[src/hac_pkg.sv]
// Shared types, codes and defaults for the handle allocator with compaction.
package hac_pkg;

    localparam int unsigned POOL_BYTES_DEF  = 65536;
    localparam int unsigned MAX_OBJECTS_DEF = 32;

    localparam int unsigned HANDLE_W = 16;
    localparam int unsigned ADDR_W   = 17;
    localparam int unsigned REFS_W   = 8;

    typedef enum logic [1:0] {
        ACT_INSERT   = 2'd0,
        ACT_RETRIEVE = 2'd1,
        ACT_ADD_REF  = 2'd2,
        ACT_DROP_REF = 2'd3
    } t_action;

    typedef enum logic [2:0] {
        ST_OK       = 3'd0,
        ST_NOTFOUND = 3'd1,
        ST_OOM      = 3'd2,
        ST_FULL     = 3'd3,
        ST_MOVE     = 3'd4
    } t_status;

    typedef enum logic [1:0] {
        S_IDLE,
        S_LOOKUP,
        S_COMPACT,
        S_FINAL
    } t_state;

    typedef enum logic [2:0] {
        EM_NONE,
        EM_MOVE,
        EM_INSERT,
        EM_MISS,
        EM_HIT
    } t_emit;

    typedef struct packed {
        logic [HANDLE_W-1:0] handle;
        logic [ADDR_W-1:0]   start;
        logic [ADDR_W-1:0]   length;
        logic [REFS_W-1:0]   refs;
    } t_entry;

    typedef struct packed {
        logic  load;
        logic  step;
        logic  keep;
        logic  drop;
        logic  swap;
        t_emit emit;
    } t_cmd;

    typedef struct packed {
        logic at_end;
        logic hit;
        logic refs_nz;
        logic need_compact;
        logic out_free;
    } t_sts;

endpackage

[src/hac_ctrl.sv]
// Sequencer for insert, lookup and compaction walks.
module hac_ctrl (
    input  logic              i_clk,
    input  logic              i_rst_n,
    input  logic              i_valid,
    input  logic [1:0]        i_action,
    input  hac_pkg::t_sts     i_sts,
    output hac_pkg::t_cmd     o_cmd,
    output logic              o_busy
);

    hac_pkg::t_state r_state, n_state;

    always_ff @(posedge i_clk) begin
        if (!i_rst_n) begin
            r_state <= hac_pkg::S_IDLE;
        end else begin
            r_state <= n_state;
        end
    end

    always_comb begin
        n_state = r_state;
        o_cmd   = '{load: 1'b0, step: 1'b0, keep: 1'b0, drop: 1'b0, swap: 1'b0,
                    emit: hac_pkg::EM_NONE};
        o_busy  = (r_state != hac_pkg::S_IDLE);
        unique case (r_state)
            hac_pkg::S_IDLE: begin
                if (i_valid) begin
                    o_cmd.load = 1'b1;
                    if (hac_pkg::t_action'(i_action) == hac_pkg::ACT_INSERT) begin
                        n_state = i_sts.need_compact ? hac_pkg::S_COMPACT
                                                     : hac_pkg::S_FINAL;
                    end else begin
                        n_state = hac_pkg::S_LOOKUP;
                    end
                end
            end
            hac_pkg::S_LOOKUP: begin
                if (i_sts.at_end) begin
                    if (i_sts.out_free) begin
                        o_cmd.emit = hac_pkg::EM_MISS;
                        n_state    = hac_pkg::S_IDLE;
                    end
                end else if (i_sts.hit) begin
                    if (i_sts.out_free) begin
                        o_cmd.emit = hac_pkg::EM_HIT;
                        n_state    = hac_pkg::S_IDLE;
                    end
                end else begin
                    o_cmd.step = 1'b1;
                end
            end
            hac_pkg::S_COMPACT: begin
                if (i_sts.at_end) begin
                    o_cmd.swap = 1'b1;
                    n_state    = hac_pkg::S_FINAL;
                end else if (i_sts.refs_nz) begin
                    if (i_sts.out_free) begin
                        o_cmd.keep = 1'b1;
                        o_cmd.emit = hac_pkg::EM_MOVE;
                    end
                end else begin
                    o_cmd.drop = 1'b1;
                end
            end
            hac_pkg::S_FINAL: begin
                if (i_sts.out_free) begin
                    o_cmd.emit = hac_pkg::EM_INSERT;
                    n_state    = hac_pkg::S_IDLE;
                end
            end
            default: begin
                n_state = hac_pkg::S_IDLE;
            end
        endcase
    end

endmodule

[src/hac_datapath.sv]
// Slot table memory, pool counters, walk index and output register.
module hac_datapath #(
    parameter int unsigned POOL_BYTES  = hac_pkg::POOL_BYTES_DEF,
    parameter int unsigned MAX_OBJECTS = hac_pkg::MAX_OBJECTS_DEF
) (
    input  logic                         i_clk,
    input  logic                         i_rst_n,
    input  hac_pkg::t_cmd                i_cmd,
    output hac_pkg::t_sts                o_sts,
    input  logic [1:0]                   i_action,
    input  logic [hac_pkg::ADDR_W-1:0]   i_object_size,
    input  logic [hac_pkg::HANDLE_W-1:0] i_handle,
    output logic                         o_valid,
    input  logic                         i_stall,
    output logic [2:0]                   o_status,
    output logic [hac_pkg::HANDLE_W-1:0] o_handle_out,
    output logic [hac_pkg::ADDR_W-1:0]   o_start_address,
    output logic [hac_pkg::ADDR_W-1:0]   o_move_source,
    output logic [hac_pkg::ADDR_W-1:0]   o_move_destination,
    output logic [hac_pkg::ADDR_W-1:0]   o_move_length,
    output logic [hac_pkg::ADDR_W-1:0]   o_bytes_freed,
    output logic                         o_last
);

    localparam int unsigned IW = $clog2(MAX_OBJECTS + 1);
    localparam int unsigned AW = $clog2(MAX_OBJECTS);
    localparam int unsigned FW = $clog2(POOL_BYTES + 1);
    localparam int unsigned SW = ((FW > hac_pkg::ADDR_W) ? FW : hac_pkg::ADDR_W) + 1;
    localparam logic [SW-1:0] POOL = SW'(POOL_BYTES);
    localparam logic [IW-1:0] MAXN = IW'(MAX_OBJECTS);
    localparam logic [hac_pkg::REFS_W-1:0] REFS_MAX = '1;

    hac_pkg::t_entry mem [0:(1 << AW)-1];
    hac_pkg::t_entry r_rd;

    logic [IW-1:0]               r_count, r_idx, r_wr, n_idx;
    logic [FW-1:0]               r_fill, r_acc, r_freed;
    logic                        r_half;
    logic [hac_pkg::HANDLE_W-1:0] r_next_h;
    logic [1:0]                  r_action;
    logic [hac_pkg::ADDR_W-1:0]  r_size;
    logic [hac_pkg::HANDLE_W-1:0] r_handle;
    logic                        r_out_valid;

    logic                        fits_in, fits_q, full_q, ins_ok, ref_wr, we;
    logic [SW-1:0]               dst_w, ins_w;
    logic [AW-1:0]               wa;
    hac_pkg::t_entry             wd;
    logic [hac_pkg::REFS_W-1:0]  refs_new;
    logic [hac_pkg::HANDLE_W-1:0] h_inc;

    logic [2:0]                   n_status;
    logic [hac_pkg::HANDLE_W-1:0] n_handle_out;
    logic [hac_pkg::ADDR_W-1:0]   n_start_address;
    logic [hac_pkg::ADDR_W-1:0]   n_move_source;
    logic [hac_pkg::ADDR_W-1:0]   n_move_destination;
    logic [hac_pkg::ADDR_W-1:0]   n_move_length;
    logic [hac_pkg::ADDR_W-1:0]   n_bytes_freed;
    logic                         n_last;

    assign fits_in = (SW'(i_object_size) + SW'(r_fill)) <= POOL;
    assign fits_q  = (SW'(r_size) + SW'(r_fill)) <= POOL;
    assign full_q  = (r_count >= MAXN);
    assign ins_ok  = (i_cmd.emit == hac_pkg::EM_INSERT) && fits_q && !full_q;
    assign ref_wr  = (i_cmd.emit == hac_pkg::EM_HIT) &&
                     (hac_pkg::t_action'(r_action) != hac_pkg::ACT_RETRIEVE);
    assign dst_w   = (r_half ? SW'(0) : POOL) + SW'(r_acc);
    assign ins_w   = (r_half ? POOL : SW'(0)) + SW'(r_fill);
    assign h_inc   = r_next_h + 1'b1;

    assign o_sts.at_end       = (r_idx == r_count);
    assign o_sts.hit          = (r_rd.handle == r_handle);
    assign o_sts.refs_nz      = (r_rd.refs != '0);
    assign o_sts.need_compact = (!fits_in || (r_count >= MAXN)) && (r_count != '0);
    assign o_sts.out_free     = !r_out_valid || !i_stall;

    always_comb begin
        if (i_cmd.load) begin
            n_idx = '0;
        end else if (i_cmd.step || i_cmd.keep || i_cmd.drop) begin
            n_idx = r_idx + 1'b1;
        end else begin
            n_idx = r_idx;
        end
    end

    always_comb begin
        if (hac_pkg::t_action'(r_action) == hac_pkg::ACT_ADD_REF) begin
            refs_new = (r_rd.refs == REFS_MAX) ? r_rd.refs : r_rd.refs + 1'b1;
        end else begin
            refs_new = '0;
        end
        we = i_cmd.keep || ins_ok || ref_wr;
        wa = r_idx[AW-1:0];
        wd = r_rd;
        priority if (i_cmd.keep) begin
            wa       = r_wr[AW-1:0];
            wd.start = dst_w[hac_pkg::ADDR_W-1:0];
        end else if (ins_ok) begin
            wa = r_count[AW-1:0];
            wd = '{handle: r_next_h, start: ins_w[hac_pkg::ADDR_W-1:0],
                   length: r_size, refs: hac_pkg::REFS_W'(1)};
        end else begin
            wd.refs = refs_new;
        end
    end

    // Table memory: one write port, registered read at the next walk index.
    always_ff @(posedge i_clk) begin
        if (we) begin
            mem[wa] <= wd;
        end
        r_rd <= mem[n_idx[AW-1:0]];
    end

    always_ff @(posedge i_clk) begin
        if (!i_rst_n) begin
            r_count     <= '0;
            r_idx       <= '0;
            r_wr        <= '0;
            r_fill      <= '0;
            r_acc       <= '0;
            r_freed     <= '0;
            r_half      <= 1'b0;
            r_next_h    <= hac_pkg::HANDLE_W'(1);
            r_out_valid <= 1'b0;
        end else begin
            r_idx <= n_idx;
            if (i_cmd.load) begin
                r_wr    <= '0;
                r_acc   <= '0;
                r_freed <= '0;
            end
            if (i_cmd.keep) begin
                r_wr  <= r_wr + 1'b1;
                r_acc <= r_acc + FW'(r_rd.length);
            end
            if (i_cmd.drop) begin
                r_freed <= r_freed + FW'(r_rd.length);
            end
            if (i_cmd.swap) begin
                r_count <= r_wr;
                r_fill  <= r_acc;
                r_half  <= ~r_half;
            end
            if (ins_ok) begin
                r_count  <= r_count + 1'b1;
                r_fill   <= r_fill + FW'(r_size);
                r_next_h <= (h_inc == '0) ? hac_pkg::HANDLE_W'(1) : h_inc;
            end
            if (i_cmd.emit != hac_pkg::EM_NONE) begin
                r_out_valid <= 1'b1;
            end else if (!i_stall) begin
                r_out_valid <= 1'b0;
            end
        end
    end

    // Next result transaction for the output register
    always_comb begin
        n_status           = hac_pkg::ST_OK;
        n_handle_out       = '0;
        n_start_address    = '0;
        n_move_source      = '0;
        n_move_destination = '0;
        n_move_length      = '0;
        n_bytes_freed      = '0;
        n_last             = 1'b1;
        unique case (i_cmd.emit)
            hac_pkg::EM_MOVE: begin
                n_status           = hac_pkg::ST_MOVE;
                n_move_source      = r_rd.start;
                n_move_destination = dst_w[hac_pkg::ADDR_W-1:0];
                n_move_length      = r_rd.length;
                n_last             = 1'b0;
            end
            hac_pkg::EM_INSERT: begin
                n_bytes_freed = hac_pkg::ADDR_W'(r_freed);
                if (!fits_q) begin
                    n_status = hac_pkg::ST_OOM;
                end else if (full_q) begin
                    n_status = hac_pkg::ST_FULL;
                end else begin
                    n_handle_out    = r_next_h;
                    n_start_address = ins_w[hac_pkg::ADDR_W-1:0];
                end
            end
            hac_pkg::EM_MISS: begin
                n_status = hac_pkg::ST_NOTFOUND;
            end
            hac_pkg::EM_HIT: begin
                if (hac_pkg::t_action'(r_action) == hac_pkg::ACT_RETRIEVE) begin
                    n_start_address = r_rd.start;
                end
            end
            default: begin
                n_status = hac_pkg::ST_OK;
            end
        endcase
    end

    always_ff @(posedge i_clk) begin
        if (i_cmd.load) begin
            r_action <= i_action;
            r_size   <= i_object_size;
            r_handle <= i_handle;
        end
        if (i_cmd.emit != hac_pkg::EM_NONE) begin
            o_status           <= n_status;
            o_handle_out       <= n_handle_out;
            o_start_address    <= n_start_address;
            o_move_source      <= n_move_source;
            o_move_destination <= n_move_destination;
            o_move_length      <= n_move_length;
            o_bytes_freed      <= n_bytes_freed;
            o_last             <= n_last;
        end
    end

    assign o_valid = r_out_valid;

endmodule

[src/handle_allocator_with_compaction.sv]
// Top level of the handle allocator with copying compaction.
// The block keeps a packed table of up to MAX_OBJECTS slots over a pool split
// into two halves of POOL_BYTES each, and takes one transaction at a time:
// o_stall stays high from acceptance until the final result is
// loaded into the output register. An insert that fits, or meets an empty
// table, goes straight to its final result; retrieve, add reference and drop
// reference walk the slots in insertion order, one slot a cycle through the
// table memory's single read port, until a hit or the end of the table. Any
// other insert that does not fit, or meets a full table, first compacts: one
// occupied slot a cycle, while a live slot waits as long as the output side
// holds i_stall, each live slot producing a move transaction (status 4,
// last 0) for an outside mover, then the half toggles and the final result
// follows. bytes_freed on the final insert result sums the lengths of the
// dropped zero-reference slots.
// Handles count up from 1 and skip 0 on wrap.
module handle_allocator_with_compaction #(
    parameter int unsigned POOL_BYTES  = hac_pkg::POOL_BYTES_DEF,
    parameter int unsigned MAX_OBJECTS = hac_pkg::MAX_OBJECTS_DEF
) (
    input  logic                         i_clk,
    input  logic                         i_rst_n,
    input  logic                         i_valid,
    output logic                         o_stall,
    input  logic [1:0]                   i_action,
    input  logic [hac_pkg::ADDR_W-1:0]   i_object_size,
    input  logic [hac_pkg::HANDLE_W-1:0] i_handle,
    output logic                         o_valid,
    input  logic                         i_stall,
    output logic [2:0]                   o_status,
    output logic [hac_pkg::HANDLE_W-1:0] o_handle_out,
    output logic [hac_pkg::ADDR_W-1:0]   o_start_address,
    output logic [hac_pkg::ADDR_W-1:0]   o_move_source,
    output logic [hac_pkg::ADDR_W-1:0]   o_move_destination,
    output logic [hac_pkg::ADDR_W-1:0]   o_move_length,
    output logic [hac_pkg::ADDR_W-1:0]   o_bytes_freed,
    output logic                         o_last
);

    hac_pkg::t_cmd cmd;
    hac_pkg::t_sts sts;

    // Sequencer: decides walk steps, moves and the final result.
    hac_ctrl u_ctrl (
        .i_clk    (i_clk),
        .i_rst_n  (i_rst_n),
        .i_valid  (i_valid),
        .i_action (i_action),
        .i_sts    (sts),
        .o_cmd    (cmd),
        .o_busy   (o_stall)
    );

    // Table, pool counters and the output register.
    hac_datapath #(
        .POOL_BYTES  (POOL_BYTES),
        .MAX_OBJECTS (MAX_OBJECTS)
    ) u_dp (
        .i_clk              (i_clk),
        .i_rst_n            (i_rst_n),
        .i_cmd              (cmd),
        .o_sts              (sts),
        .i_action           (i_action),
        .i_object_size      (i_object_size),
        .i_handle           (i_handle),
        .o_valid            (o_valid),
        .i_stall            (i_stall),
        .o_status           (o_status),
        .o_handle_out       (o_handle_out),
        .o_start_address    (o_start_address),
        .o_move_source      (o_move_source),
        .o_move_destination (o_move_destination),
        .o_move_length      (o_move_length),
        .o_bytes_freed      (o_bytes_freed),
        .o_last             (o_last)
    );

endmodule
[config.mk]
export PLATFORM = sky130hd
export DESIGN_NAME = handle_allocator_with_compaction
export DESIGN_NICKNAME = d
export VERILOG_FILES = /design/src/hac_pkg.sv /design/src/hac_ctrl.sv /design/src/hac_datapath.sv /design/src/handle_allocator_with_compaction.sv
export SDC_FILE = /design/constraint.sdc
export NUM_CORES = 2
export LEC_CHECK = 0
export ABC_CLOCK_PERIOD_IN_PS = 19080
export BUFFER_PORTS_ARGS = -buffer_cell sky130_fd_sc_hd__buf_2
export CORE_MARGIN = 1.5
export CORE_UTILIZATION = 50
export CTS_CLUSTER_DIAMETER = 50
export DETAILED_ROUTE_END_ITERATION = 10
export PLACE_DENSITY = 0.66
export REMOVE_ABC_BUFFERS = 1
export SETUP_SLACK_MARGIN = 0.4
export SLEW_MARGIN = 10
export SYNTH_ARGS = -nofsm -noshare
export SYNTH_HDL_FRONTEND = slang
export SYNTH_HIERARCHICAL = 1
export SYNTH_SLANG_ARGS = --single-unit
[constraint.sdc]
create_clock -name i_clk -period 19.08 [get_ports i_clk]
set_clock_uncertainty 0.05 [all_clocks]
set_input_delay 1.908 -clock i_clk [delete_from_list [all_inputs] [get_ports i_clk]]
set_output_delay 1.908 -clock i_clk [all_outputs]
set_load 0.01 [all_outputs]
==> results.ini <==
[routing]
vias = 47700
met1_length_mm = 90.5
drtIter0Drc = 6865
postRouteAntennaNets = 0
wire_per_inst_um = 31.3
drtPass1Iterations = 5
met3_length_mm = 21.3
drc = 0
totalWireLength_mm = 236
wl_met2_mm = 115
highest_layer = met5
vias_per_cell = 6.35

[worst_setup_path]
r2r_slack_ps = 11430
crit_end = u_dp/mem[9][49]$_DFFE_PP_
startpoint_type = register
critPathKind = reg2reg
r2r-start = u_dp/r_size[0]$_DFFE_PP_
cp-startpoint = u_dp/r_size[0]$_DFFE_PP_
cp_max_fo = 38
required_ps = 19510
reg2reg_depth = 14
r2r-end = u_dp/mem[9][49]$_DFFE_PP_
cp_data_arrival_time_ps = 8070
critPathCaptureType = register

[clock_network]
clock_latency_ps = 880
ctsResizeCount = 0
cts.sinks = 2143
root_buffer = clkbuf_16
cts_buffer_depth = 3
htreeDepth = 4
ctsHoldBuffers = 0
post_cts_buffers = 0
cts_tree = yes
cts_buffers = 217
clk_pin_slew_worst_paths_ps = 60

[yosys]
netlist_instances = 4877
syn-cell-area_um2 = 85900
synth_edf_count = 1996
synth_area_per_cell_um2 = 17.6
synth_commonest_cells = edfxtp_1 (1996), nand2_1 (598), mux4_2 (464)
synthTopCellsByArea = edfxtp_1 (70%), mux4_2 (12%), dfxtp_1 (3.4%)
synth_area_leader_cell = edfxtp_1
synthArstFlopShare_pct = 0
seq_area_frac_synth_pct = 73.2
yosys.area.top_type_share_pct = 69.8
ys_ff_latch = 2143
synth_warnings = 6
synth-main-ff-cell = edfxtp_1
synth_most_common_cell = edfxtp_1
ys_types = 93

[sta]
drv_slew = 0
max-slew-margin-rel_pct = 17.2
worstMarginPinSlew_ps = 1240
whs_ps = 448
setup_viol = 0
fmax_mhz = 131
finalHoldViolations = 0
finalCriticalPeriod_ps = 7650
finalCritPeriodShare_pct = 40.1
rsz0062_at_grt = no

[floorplanning]
die_h_um = 417
die_area_um2 = 174000
start_util_pct = 50.5
row_count = 151
die_w_um = 417
io_pins = 146
core-area_um2 = 170000

[placed_design]
gp_congestion = 0.884
hpwl_mm = 128
io_buffers = 145
dp_cells = 7101

[run]
maxCapViolCount = 0

[final_layout]
syn_to_final_growth_pct = 12.9
nets = 5218
stdcell_count = 7520
finish.utilization_pct = 57.0
layout-drive-gt1-share_pct = 22.5

[global_routing]
grt_pass1_wl_mm = 336
antenna_found_initial = 5
grt_pass1_vias = 46600
grt_max_degree = 171
grt_overflow = 0
grtUsageTotal_pct = 27.1

[pwr]
power.leakage_uw = 0.0315
powerDensity_nw_per_um2 = 127
ir_drop_uv = 88.3
total_power_uw = 12300

[status]
status = completed

[worst_hold_path]
hold_class = reg2reg

==> power breakdown <==
group          switching, uW  total, uW  internal [uW]  leakage, uW
Clock                   1850       4320           2470      0.00356
Sequential               172       6060           5890       0.0193
Combinational           1290       1930            635      0.00859
==> metal layers <==
layer / vias up / track usage [%]
li1: 19800 / -
met1: 25000 / 37.4
met2: 2588 / 44.1
met3: 401 / 4.20
met4: 4 / 9.69
met5: - / 0
==> kinds of logic after synthesis <==
| family | Yosys count | share of synthesized area (%) |
|---|---|---|
| simple gates | 1347 | 7.24 |
| mux | 533 | 13.0 |
| flops | 2143 | 73.2 |
| compound gates | 395 | 3.07 |
| xor+xnor | 79 | 0.806 |
| fa+ha+maj | 77 | 1.16 |
| buf+inv | 303 | 1.46 |
==> flip-flops by register name, indices dropped and copies added, names as in the netlist, 3 cells and up <==
signal / flops
u_dp/o_bytes_freed: 17
u_dp/o_status: 3
u_dp/r_idx: 6
u_dp/o_handle_out: 16
u_dp/r_freed: 17
u_dp/r_size: 17
u_dp/o_start_address: 17
u_dp/r_handle: 16
u_dp/r_count: 6
u_dp/o_move_destination: 17
u_dp/r_acc: 17
u_dp/r_wr: 6
u_dp/o_move_source: 17
u_dp/o_move_length: 17
u_dp/r_rd: 58
u_dp/r_next_h: 16
u_dp/mem: 1856
u_dp/r_fill: 17
==> metrics by stage <==
stage | TNS, ps | cell area (um2) | worst slack (ps)
4_1_cts | 0 | 96900 | 11420
5_1_grt | 0 | 96900 | 10950
6_report | 0 | 96900 | 11430
3_5_place_dp | 0 | 89500 | 10960
3_3_place_gp | 0 | 89500 | 11140
2_1_floorplan | -1291320 | 84700 | -22260
==> critical path: stages, from the launching register on <==
cell	delay [ps]
edfxtp_1	390
ha_1	260
fa_1	450
a211oi_2	370
o21ai_1	190
a21o_1	210
a2111oi_2	320
o2111ai_1	240
nor4_4	570
o211a_4	520
buf_4	600
mux2i_1	450
nand4bb_1	730
nor3_4	1040
buf_4	760
==> area by class of cell <==
cell class                      count  area [um2]
Fill cell                       12700       73100
Sequential cell                  2143       62900
Multi-Input combinational cell   2431       22100
Clock buffer                      292        5940
Tap cell                         2218        2780
Timing Repair Buffer              270        1690
Clock inverter                    122        1370
Inverter                           39         153
Antenna cell                        5        12.5
==> worst min path at each step <==
stage / start / to / slack [ps] / depth (start not counted)
floorplan: u_dp/r_freed[9]$_SDFFE_PN0P_ / u_dp/r_freed[9]$_SDFFE_PN0P_ / 410 / 2
global placement: u_dp/r_freed[14]$_SDFFE_PN0P_ / u_dp/r_freed[14]$_SDFFE_PN0P_ / 430 / 2
detailed placement: u_dp/r_freed[15]$_SDFFE_PN0P_ / u_dp/r_freed[15]$_SDFFE_PN0P_ / 440 / 2
CTS: u_dp/r_freed[15]$_SDFFE_PN0P_ / u_dp/r_freed[15]$_SDFFE_PN0P_ / 450 / 2
global route: u_dp/r_freed[9]$_SDFFE_PN0P_ / u_dp/r_freed[9]$_SDFFE_PN0P_ / 480 / 2
finish: u_dp/r_freed[15]$_SDFFE_PN0P_ / u_dp/r_freed[15]$_SDFFE_PN0P_ / 450 / 2
==> layout by cell type (no fill, tap or decap), types with 79 or more instances in the layout <==
cell type and count:
and2_1 93, clkbuf_16 218, dfxtp_1 147, buf_4 123, nand2_1 596, nand3_1 323, edfxtp_1 1996, mux4_2 464
o21ai_0 104, a21oi_1 79, buf_2 145, nor2_1 128
Power figures use the tool's default switching activity.
